## src/rtl/ita_pkg.sv

```systemverilog
// Package: shared constants, types and the digit table of the integer to ASCII converter.
`default_nettype none
package ita_pkg;

  localparam int MAX_CHARS = 33;
  localparam int VALUE_W   = 32;
  localparam int RADIX_W   = 5;
  localparam int DIGIT_W   = 4;
  localparam int CHAR_W    = 7;
  localparam int CNT_W     = $clog2(MAX_CHARS + 1);
  localparam int ADDR_W    = $clog2(MAX_CHARS);
  localparam int STEP_W    = $clog2(VALUE_W);

  localparam logic [RADIX_W-1:0] RADIX_MIN  = RADIX_W'(2);
  localparam logic [RADIX_W-1:0] RADIX_MAX  = RADIX_W'(16);
  localparam logic [CHAR_W-1:0]  MINUS_CHAR = 7'h2d;

  typedef enum logic [2:0] {
    ST_IDLE,
    ST_START,
    ST_WAIT,
    ST_FIN,
    ST_SIGN,
    ST_RD,
    ST_OUT
  } state_t;

  typedef struct packed {
    logic                 start;
    logic [VALUE_W-1:0]   dividend;
    logic [RADIX_W-1:0]   divisor;
  } div_req_t;

  typedef struct packed {
    logic                 done;
    logic [VALUE_W-1:0]   quotient;
    logic [DIGIT_W-1:0]   remainder;
  } div_rsp_t;

  function automatic logic [CHAR_W-1:0] digit_char(input logic [DIGIT_W-1:0] d);
    logic [CHAR_W-1:0] c;
    unique case (d)
      4'd0:  c = 7'h30;
      4'd1:  c = 7'h31;
      4'd2:  c = 7'h32;
      4'd3:  c = 7'h33;
      4'd4:  c = 7'h34;
      4'd5:  c = 7'h35;
      4'd6:  c = 7'h36;
      4'd7:  c = 7'h37;
      4'd8:  c = 7'h38;
      4'd9:  c = 7'h39;
      4'd10: c = 7'h61;
      4'd11: c = 7'h62;
      4'd12: c = 7'h63;
      4'd13: c = 7'h64;
      4'd14: c = 7'h65;
      default: c = 7'h66;
    endcase
    return c;
  endfunction

endpackage
`default_nettype wire

```

## src/rtl/ita_in_if.sv

```systemverilog
// Interface: input request channel carrying value, radix and signed mode.
`default_nettype none
interface ita_in_if;
  logic                                valid;
  logic                                ready;
  logic signed [ita_pkg::VALUE_W-1:0]  value;
  logic [ita_pkg::RADIX_W-1:0]         radix;
  logic                                signed_mode;

  modport source (output valid, output value, output radix, output signed_mode,
                  input ready);
  modport sink   (input valid, input value, input radix, input signed_mode,
                  output ready);
endinterface
`default_nettype wire

```

## src/rtl/ita_out_if.sv

```systemverilog
// Interface: output request channel carrying one character and its last mark.
`default_nettype none
interface ita_out_if;
  logic                        valid;
  logic                        ready;
  logic [ita_pkg::CHAR_W-1:0]  character;
  logic                        last;

  modport source (output valid, output character, output last, input ready);
  modport sink   (input valid, input character, input last, output ready);
endinterface
`default_nettype wire

```

## src/rtl/ita_ram.sv

```systemverilog
// Generic single-port-write, registered-read RAM.
`default_nettype none
module ita_ram #(
  parameter int WIDTH = 8,
  parameter int DEPTH = 16
) (
  input  wire logic                     clk,
  input  wire logic                     wr_en,
  input  wire logic [$clog2(DEPTH)-1:0] wr_addr,
  input  wire logic [WIDTH-1:0]         wr_data,
  input  wire logic                     rd_en,
  input  wire logic [$clog2(DEPTH)-1:0] rd_addr,
  output logic      [WIDTH-1:0]         rd_data
);

  logic [WIDTH-1:0] mem [DEPTH];

  always_ff @(posedge clk) begin
    if (wr_en) begin
      mem[wr_addr] <= wr_data;
    end
    if (rd_en) begin
      rd_data <= mem[rd_addr];
    end
  end

endmodule
`default_nettype wire

```

## src/rtl/ita_div.sv

```systemverilog
// Restoring divider: 32-bit dividend by a radix, one quotient bit per cycle.
`default_nettype none
module ita_div (
  input  wire logic              clk,
  input  wire logic              rst,
  input  wire ita_pkg::div_req_t req,
  output ita_pkg::div_rsp_t      rsp
);

  logic                           busy;
  logic [ita_pkg::STEP_W-1:0]     step;
  logic [ita_pkg::VALUE_W-1:0]    quo;
  logic [ita_pkg::DIGIT_W-1:0]    rem;
  logic [ita_pkg::RADIX_W-1:0]    divisor;
  logic                           done;
  logic [ita_pkg::RADIX_W-1:0]    trial;
  logic                           fits;
  logic [ita_pkg::RADIX_W-1:0]    diff;

  // Shift in the next dividend bit and try the subtraction.
  always_comb begin
    trial = {rem, quo[ita_pkg::VALUE_W-1]};
    fits  = trial >= divisor;
    diff  = trial - divisor;
  end

  always_ff @(posedge clk) begin
    if (rst) begin
      busy <= 1'b0;
      done <= 1'b0;
      step <= '0;
    end else begin
      done <= 1'b0;
      if (req.start) begin
        busy <= 1'b1;
        step <= '0;
      end else if (busy) begin
        step <= step + 1'b1;
        if (step == ita_pkg::STEP_W'(ita_pkg::VALUE_W - 1)) begin
          busy <= 1'b0;
          done <= 1'b1;
        end
      end
    end
  end

  always_ff @(posedge clk) begin
    if (req.start) begin
      quo     <= req.dividend;
      rem     <= '0;
      divisor <= req.divisor;
    end else if (busy) begin
      quo <= {quo[ita_pkg::VALUE_W-2:0], fits};
      rem <= fits ? diff[ita_pkg::DIGIT_W-1:0] : trial[ita_pkg::DIGIT_W-1:0];
    end
  end

  assign rsp.done      = done;
  assign rsp.quotient  = quo;
  assign rsp.remainder = rem;

endmodule
`default_nettype wire

```

## src/rtl/integer_to_ascii_radix.sv

```systemverilog
// Top level: converts a 32-bit integer to ASCII characters in a radix from 2 to 16.
`default_nettype none
// Takes one request (value, radix, signed_mode) and returns its ASCII text one
// character per output request, most significant first, lower-case hex letters,
// with last set on the final character. A radix below 2 is taken as 2 and one
// above 16 as 16. With signed_mode set and bit 31 set, a minus sign leads and
// the magnitude follows; the most negative value prints as -2147483648. Zero
// prints as a single '0'. Digits come from a bit-serial restoring divider
// and are kept in a small digit RAM; each digit is read back from the RAM
// and presented the next cycle. The block takes no new request until the
// last character of the current one has been taken. Only the MAX_CHARS
// least significant characters are kept if MAX_CHARS is below 33.
module integer_to_ascii_radix (
  input  wire logic  clk,
  input  wire logic  rst,
  ita_in_if.sink     din,
  ita_out_if.source  dout
);

  ita_pkg::state_t                state;
  ita_pkg::state_t                state_next;
  logic [ita_pkg::VALUE_W-1:0]    mag;
  logic [ita_pkg::RADIX_W-1:0]    base;
  logic                           neg;
  logic [ita_pkg::CNT_W-1:0]      count;
  logic [ita_pkg::ADDR_W-1:0]     ptr;

  ita_pkg::div_req_t              div_req;
  ita_pkg::div_rsp_t              div_rsp;

  logic                           ram_wr_en;
  logic                           ram_rd_en;
  logic [ita_pkg::DIGIT_W-1:0]    ram_rd_data;

  logic                           in_acc;
  logic                           out_acc;
  logic                           room;
  logic [ita_pkg::RADIX_W-1:0]    base_in;

  assign in_acc  = din.valid && din.ready;
  assign out_acc = dout.valid && dout.ready;
  assign room    = count < ita_pkg::CNT_W'(ita_pkg::MAX_CHARS);

  // Clamp the radix to the supported range.
  always_comb begin
    priority if (din.radix < ita_pkg::RADIX_MIN) begin
      base_in = ita_pkg::RADIX_MIN;
    end else if (din.radix > ita_pkg::RADIX_MAX) begin
      base_in = ita_pkg::RADIX_MAX;
    end else begin
      base_in = din.radix;
    end
  end

  // Next state.
  always_comb begin
    state_next = state;
    unique case (state)
      ita_pkg::ST_IDLE: begin
        if (in_acc) state_next = ita_pkg::ST_START;
      end
      ita_pkg::ST_START: begin
        state_next = ita_pkg::ST_WAIT;
      end
      ita_pkg::ST_WAIT: begin
        if (div_rsp.done) begin
          state_next = (div_rsp.quotient == '0) ? ita_pkg::ST_FIN : ita_pkg::ST_START;
        end
      end
      ita_pkg::ST_FIN: begin
        state_next = (neg && room) ? ita_pkg::ST_SIGN : ita_pkg::ST_RD;
      end
      ita_pkg::ST_SIGN: begin
        if (out_acc) state_next = ita_pkg::ST_RD;
      end
      ita_pkg::ST_RD: begin
        state_next = ita_pkg::ST_OUT;
      end
      ita_pkg::ST_OUT: begin
        if (out_acc) begin
          state_next = (ptr == '0) ? ita_pkg::ST_IDLE : ita_pkg::ST_RD;
        end
      end
      default: begin
        state_next = ita_pkg::ST_IDLE;
      end
    endcase
  end

  // Outputs of the sequencer.
  always_comb begin
    din.ready        = 1'b0;
    dout.valid       = 1'b0;
    dout.character   = ita_pkg::digit_char(ram_rd_data);
    dout.last        = 1'b0;
    div_req.start    = 1'b0;
    div_req.dividend = mag;
    div_req.divisor  = base;
    ram_wr_en        = 1'b0;
    ram_rd_en        = 1'b0;
    unique case (state)
      ita_pkg::ST_IDLE: begin
        din.ready = 1'b1;
      end
      ita_pkg::ST_START: begin
        div_req.start = 1'b1;
      end
      ita_pkg::ST_WAIT: begin
        ram_wr_en = div_rsp.done && room;
      end
      ita_pkg::ST_FIN: begin
      end
      ita_pkg::ST_SIGN: begin
        dout.valid     = 1'b1;
        dout.character = ita_pkg::MINUS_CHAR;
      end
      ita_pkg::ST_RD: begin
        ram_rd_en = 1'b1;
      end
      ita_pkg::ST_OUT: begin
        dout.valid = 1'b1;
        dout.last  = ptr == '0;
      end
      default: begin
      end
    endcase
  end

  always_ff @(posedge clk) begin
    if (rst) begin
      state <= ita_pkg::ST_IDLE;
      count <= '0;
    end else begin
      state <= state_next;
      if (in_acc) begin
        count <= '0;
      end else if (ram_wr_en) begin
        count <= count + 1'b1;
      end
    end
  end

  // Hold the working value; advance it to the quotient after each digit.
  always_ff @(posedge clk) begin
    if (in_acc) begin
      neg  <= din.signed_mode && din.value[ita_pkg::VALUE_W-1];
      base <= base_in;
      mag  <= (din.signed_mode && din.value[ita_pkg::VALUE_W-1])
              ? ita_pkg::VALUE_W'(0 - din.value) : din.value;
    end else if (state == ita_pkg::ST_WAIT && div_rsp.done) begin
      mag <= div_rsp.quotient;
    end
    if (state == ita_pkg::ST_FIN) begin
      ptr <= ita_pkg::ADDR_W'(count - 1'b1);
    end else if (state == ita_pkg::ST_OUT && out_acc && ptr != '0) begin
      ptr <= ptr - 1'b1;
    end
  end

  ita_div u_div (
    .clk (clk),
    .rst (rst),
    .req (div_req),
    .rsp (div_rsp)
  );

  // Digits are stored least significant first, read back in reverse.
  ita_ram #(
    .WIDTH (ita_pkg::DIGIT_W),
    .DEPTH (ita_pkg::MAX_CHARS)
  ) u_ram (
    .clk     (clk),
    .wr_en   (ram_wr_en),
    .wr_addr (count[ita_pkg::ADDR_W-1:0]),
    .wr_data (div_rsp.remainder),
    .rd_en   (ram_rd_en),
    .rd_addr (ptr),
    .rd_data (ram_rd_data)
  );

`ifndef ASSERT_OFF
  a_no_overlap: assert property (@(posedge clk) disable iff (rst)
    din.ready |-> !dout.valid)
    else $error("input ready while a character is pending");

  a_count_bound: assert property (@(posedge clk) disable iff (rst)
    count <= ita_pkg::CNT_W'(ita_pkg::MAX_CHARS))
    else $error("digit count beyond buffer");

  a_last_idle: assert property (@(posedge clk) disable iff (rst)
    (out_acc && dout.last) |=> din.ready)
    else $error("not idle after last character");

  a_done_wait: assert property (@(posedge clk) disable iff (rst)
    div_rsp.done |-> state == ita_pkg::ST_WAIT)
    else $error("divider result outside wait state");

  a_digits_first: assert property (@(posedge clk) disable iff (rst)
    (state == ita_pkg::ST_FIN) |-> count != '0)
    else $error("no digit stored at end of conversion");
`endif

endmodule
`default_nettype wire

```

## src/flat_wrapper.sv

```systemverilog
// flat-port wrapper written by rule: the top's interface ports become plain ports
module integer_to_ascii_radix_flat 
  (clk, rst, din_valid, din_value, din_radix, din_signed_mode, din_ready, dout_valid, dout_character, dout_last, dout_ready);
  ita_in_if din_i ();
  ita_out_if dout_i ();
  input  wire logic clk;
  input  wire logic rst;
  input wire logic [$bits(din_i.valid)-1:0] din_valid;
  input wire logic [$bits(din_i.value)-1:0] din_value;
  input wire logic [$bits(din_i.radix)-1:0] din_radix;
  input wire logic [$bits(din_i.signed_mode)-1:0] din_signed_mode;
  output wire logic [$bits(din_i.ready)-1:0] din_ready;
  output wire logic [$bits(dout_i.valid)-1:0] dout_valid;
  output wire logic [$bits(dout_i.character)-1:0] dout_character;
  output wire logic [$bits(dout_i.last)-1:0] dout_last;
  input wire logic [$bits(dout_i.ready)-1:0] dout_ready;
  assign din_i.valid = din_valid;
  assign din_i.value = din_value;
  assign din_i.radix = din_radix;
  assign din_i.signed_mode = din_signed_mode;
  assign din_ready = din_i.ready;
  assign dout_valid = dout_i.valid;
  assign dout_character = dout_i.character;
  assign dout_last = dout_i.last;
  assign dout_i.ready = dout_ready;
  integer_to_ascii_radix u_core (.clk(clk), .rst(rst), .din(din_i), .dout(dout_i));
endmodule
```

## config.mk

```make
export PLATFORM = sky130hd
export DESIGN_NAME = integer_to_ascii_radix_flat
export DESIGN_NICKNAME = d
export VERILOG_FILES = /design/src/rtl/ita_pkg.sv /design/src/rtl/ita_in_if.sv /design/src/rtl/ita_out_if.sv /design/src/rtl/ita_ram.sv /design/src/rtl/ita_div.sv /design/src/rtl/integer_to_ascii_radix.sv /design/src/flat_wrapper.sv
export SDC_FILE = /design/constraint.sdc
export NUM_CORES = 1
export LEC_CHECK = 0
export CAP_MARGIN = 10
export CORE_ASPECT_RATIO = 0.8
export CORE_MARGIN = 4
export CORE_UTILIZATION = 60
export CTS_CLUSTER_SIZE = 8
export DETAILED_ROUTE_END_ITERATION = 10
export DONT_BUFFER_PORTS = 1
export GPL_TIMING_DRIVEN = 0
export PLACE_DENSITY = 0.76
export SLEW_MARGIN = 25
export SYNTH_ARGS = -nofsm -noshare
export SYNTH_HDL_FRONTEND = slang
export SYNTH_SLANG_ARGS = --single-unit
export TNS_END_PERCENT = 30
```

## constraint.sdc

```tcl
create_clock -name clk -period 9.11 [get_ports clk]
set_input_delay 0.911 -clock clk [delete_from_list [all_inputs] [get_ports clk]]
set_output_delay 0.911 -clock clk [all_outputs]
set_load 0.03 [all_outputs]
```

Word level (Yosys, flattened, before mapping)
Memory sizes are Yosys's and may differ from the RTL's. A register that Yosys moved wholly into a read port is not among the register bits. Cells that the tools add are included.

Flip-flop bits (word level): 101. Memory bits (writable): 132. Bits in read-only memories: 96. Bits of input ports: 42. Output and inout port bits: 10. Word-level logic and storage cells: 88. Memories: 2.

Memory list: u_core.u_ram.mem (words 33, bits a word 4, rd ports 1, clocked after Yosys merged registers in 1, write ports 1, line ita_ram.sv:16) `logic [WIDTH-1:0] mem [DEPTH];`; (no name shown) (words 16, bits a word 6, rd ports 1, clocked after Yosys merged registers in 0, write ports 0, line ita_pkg.sv:42) `unique case (d)`.

Add/sub/neg operators: 6. Order comparisons: 4. Eq/ne operators: 11. Mux-type cells: 30. Bitwise gates (word level): 1. Reduce and logical (&&, ||, !) cells: 21.

Operators with widths (count): $mux W32 (5); $logic_not A32 Y1 (1); $sub A1 B32 Y32 const A (1); $pmux W3 S7 (1); $mux W3 (5); $mux W1 (13); $mux W6 (2); $sub A6 B1 Y6 const B (2); $eq A3 B3 Y1 const B (3); $logic_and A1 B1 Y1 (8); $reduce_or A2 Y1 (4); $mux W7 (1); $add A6 B1 Y6 const B (1); $eq A3 B2 Y1 const B (2); $logic_not A6 Y1 (1); $lt A6 B6 Y1 const B (1); $ne A2 B1 Y1 const B (3); $reduce_bool A2 Y1 (3); $reduce_bool A6 Y1 (1); $add A5 B1 Y5 const B (1); $eq A5 B5 Y1 const B (1); $ge A5 B5 Y1 (1); $gt A5 B5 Y1 const B (1); $lt A5 B2 Y1 const B (1); other kinds (10) (10).

Longest topological paths before layout
Depth after elaboration: 8. Mapped depth: 8. Mapped depth without buffers: 7.

Modules after synthesis
From an unflattened synthesis, not the netlist that was laid out.

Cells, all modules: 829. Area, all modules: 10990.5 um^2.

Modules (own cells, without submodules): ita_ram (times used 1, cells each 325, area each 5520.3 um^2, seq. area each 4083.9 um^2); integer_to_ascii_radix (times used 1, cells each 358, area each 3311.9 um^2, seq. area each 1501.4 um^2); ita_div (times used 1, cells each 146, area each 2158.3 um^2, seq. area each 1331.3 um^2).

Worst setup path before layout
Ideal clock, no wire load.

Path type: input to register. Start point: input din_valid. End point: register u_core.mag[0] (netlist bit) (enable). Setup time: 461 ps. Arrival time: 3195 ps. Data required time: 8649 ps. Slack: 5454 ps. Cell stages on the path: 2. Path buffers: 0. Cell sequence: mux2i_1 nor3_1.

Cells in the longest elaborated chain, start to end: 2.

RTL lines: start, declared (line flat_wrapper.sv:8) `input wire logic [$bits(din_i.valid)-1:0] din_valid;`; $logic_and A1 B1 Y1 (line integer_to_ascii_radix.sv:40) `assign in_acc = din.valid && din.ready;`; $reduce_bool A2 Y1 (no line); end signal, assigned (line integer_to_ascii_radix.sv:148) `mag <= (din.signed_mode && din.value[ita_pkg::VALUE_W-1])`; end signal, assigned (line integer_to_ascii_radix.sv:151) `mag <= div_rsp.quotient;`; end, declared (line integer_to_ascii_radix.sv:22) `logic [ita_pkg::VALUE_W-1:0] mag;`.

Every way passes these cells. A chain may end at the register's enable or synchronous reset.

Final worst setup path
Start point: register u_core.ptr[2] (netlist bit). End point: output dout_last.

Cells in the longest elaborated chain, start to end: 2.

RTL lines: start, declared (line integer_to_ascii_radix.sv:26) `logic [ita_pkg::ADDR_W-1:0] ptr;`; start signal, assigned (line integer_to_ascii_radix.sv:154) `ptr <= ita_pkg::ADDR_W'(count - 1'b1);`; start signal, assigned (line integer_to_ascii_radix.sv:156) `ptr <= ptr - 1'b1;`; $logic_not A6 Y1 (line integer_to_ascii_radix.sv:122) `dout.last = ptr == '0;`; $mux W1 (line integer_to_ascii_radix.sv:101) `unique case (state)`; end, declared (line flat_wrapper.sv:15) `output wire logic [$bits(dout_i.last)-1:0] dout_last;`.

Every way passes these cells.

==> flow_summary.toml <==
[yosys]
ys_async_sr_fraction = 0
ys_seq_area_frac = 0.634
synth-simple-area-share = 0.108
synth.distinct_cells = 72
synth_xor_area_frac = 0.0313
synth_nets = 861
syn-instance-count = 805
syn_area_um2 = 10900
synth_edf_count = 217
synth_compound_area_frac = 0.0729
muxShareOfSynthArea = 0.112
synth_warnings = 0
synthAdderAreaFrac = 0.0167
ys_ff_latch = 237
avgSynthCellArea_um2 = 13.6
synth_top_family_by_area = "multiplexers"
synth-main-ff-cell = "edfxtp_1"

[placement]
hpwl_um = 16800
place_ws_ns = 5.72
dp_cells = 1033
gp_congestion = 0.925
io_buffer_count = 0

[global_routing]
grt_pass1_wl_um = 38900
overflow = 0
gr-usage-all-layers = 0.243
antenna_found_initial = 0
grt_max_degree = 37
grt_pass1_vias = 7110

[timing]
fin_ws_ns = 5.22
timing.final.crit_share = 0.427
hold_violations = 0
fin_crit_ns = 3.89
rsz0062_at_grt = "no"
setup_viol = 0
fin_skew_ns = 0.0175
timing.slew.headroom = 0.307
tightest_slew_ns = 1.03
slew_viol_final = 0
max_freq_mhz = 257
tns_ns = 0

[critical_path]
start_kind = "flip-flop"
worst-path-max-fanout = 9
cp-end-kind = "primary output"
cp.arrival_ns = 2.98
path_cells = "clkbuf_1, or3_1, clkbuf_1, nor4_1, and3_1"
cp.required_ns = 8.20
crit_path_frequent_cell = "clkbuf_1"
critPathSlowestCell = "nor4_1"
slowest_delay_ns = 0.68
critPathKind = "reg2out"

[finish]
final_cell_count_no_fill = 1083
layout_common_cells = "217 x edfxtp_1, 76 x nor2_1, 50 x nand2_1"
drive_above_1_share = 0.149
n_antenna_cell = 0
nNetsFinal = 901
fin_util = 0.693
area_delta_synth_final_pct = 11.7
num-fill-cells = 1190
final_common_cell = "edfxtp_1"

[pwr]
max-vdd-ir-drop_mv = 0.164
p_per_area_nw_per_um2 = 251
leakage_uw = 0.00418

[clock_network]
cts_setup_buffers = 0
cts-htree-levels = 2
cts_resized = 0
clkLatencyLatePin_ns = 0.50
cts_root_buf = "clkbuf_16"
cts_tree = "yes"
cts_hold_buf = 0
cts_buffers = 35
clkSinkCount = 237
clockBufferDepth = 3
clk_pin_slew_worst_paths_ns = 0.05

[status]
status = "finished clean"

[floorplan]
fp.dieH_um = 129
std_cell_rows = 43
core_area_um2 = 17600
start_util = 0.620
die_w_um = 159
die-area_um2 = 20400
ios = 52

[drt]
routed_wl_um = 24500
via_per_inst = 6.53
firstDrtPassIters = 8
drtIter0Drc = 785
detail-route-antenna-nets = 0
routedWlPerCell_um = 22.7
route.detailed.drc = 0
vias = 7069

[job]
cap_viol_max_count = 0

[hold_path]
hold_class = "reg2reg"
==> sequential cells by signal, summed over array words and instances, names as in the netlist <==
signal / cells
u_core.base: 5
u_core.u_div.quo: 32
u_core.u_div.rem: 4
u_core.state: 3
u_core.u_ram.mem: 132
u_core.u_div.done: 1
u_core.u_div.divisor: 5
u_core.neg: 1
u_core.count: 6
u_core.u_div.busy: 1
u_core.u_ram.rd_data: 4
u_core.mag: 32
u_core.u_div.step: 5
u_core.ptr: 6
==> report_power, final <==
part           internal, uW  switching (uW)  leakage (uW)
logic                   159             218       0.00154
clock network           697             434      0.000462
registers              1410             136       0.00218
total                  2270             789       0.00418
==> cells in the mapped netlist (all sizes together) (22+ instances only) <==
cell type  number  area [um2]
mux2           34         383
nor3           26         135
clkbuf         30         113
inv            24        90.1
nand2          50         188
o21ai          42         210
mux4           22         495
mux2i          34         340
nor2           76         285
edfxtp        217        6520
==> critical path, delay by kind of cell (launching register included) <==
family / cells / cell delay, ns
flip-flops: 1 / 0.35
buffers and inverters: 2 / 0.55
AND/OR/NAND/NOR: 3 / 1.58
==> final timing paths <==
| path | cells after the start | slack (ns) | startpoint | to |
|---|---|---|---|---|
| max | 5 | 5.22 | u_core.ptr[2] | dout_last |
| min | 0 | 0.42 | u_core.base[2] | u_core.u_div.divisor[2] |
| max reg2reg | 8 | 5.98 | u_core.count[0] | u_core.u_ram.mem[32][1] |
| min reg2reg | 0 | 0.42 | u_core.base[2] | u_core.u_div.divisor[2] |
==> final cells by class <==
| class | instances | area, um2 | share of cell area |
|---|---|---|---|
| buffer | 45 | 181 | 0.0149 |
| clock buffer | 46 | 917 | 0.0753 |
| clock inverter | 4 | 31.3 | 0.00257 |
| inverter | 25 | 93.8 | 0.00770 |
| multi-input combinational | 498 | 3730 | 0.307 |
| sequential | 237 | 6920 | 0.568 |
| tap | 225 | 282 | 0.0231 |
| timing repair buffer | 3 | 22.5 | 0.00185 |
==> per-layer routing <==
metal	up-vias	routed length, um	GRT usage
li1	3139	-	-
met1	3510	10600	0.348
met2	354	11000	0.369
met3	66	2290	0.0647
met4	0	678	0.0867
met5	-	0	0
==> cell families (layout without fill, tap and decap cells) <==
kind of cell    count (synthesis)  after routing
compound gates                120            120
xor+xnor                       39             39
fa+ha+maj                      14             14
simple gates                  234            234
other cells                     1              1
mux                            90             90
flops                         237            237
buf+inv                        70            123
==> per-stage QoR <==
step	power (uW)	instance area [um2]	hold WS (ns)
final	3060	12200	0.418
after CTS	3070	12200	0.419
after global routing	3180	12200	0.431
after detailed placement	1940	11200	0.408
after global placement	1910	11200	0.408
after floorplan	1790	10900	0.400
No activity file was read; power rests on OpenSTA's default activity.
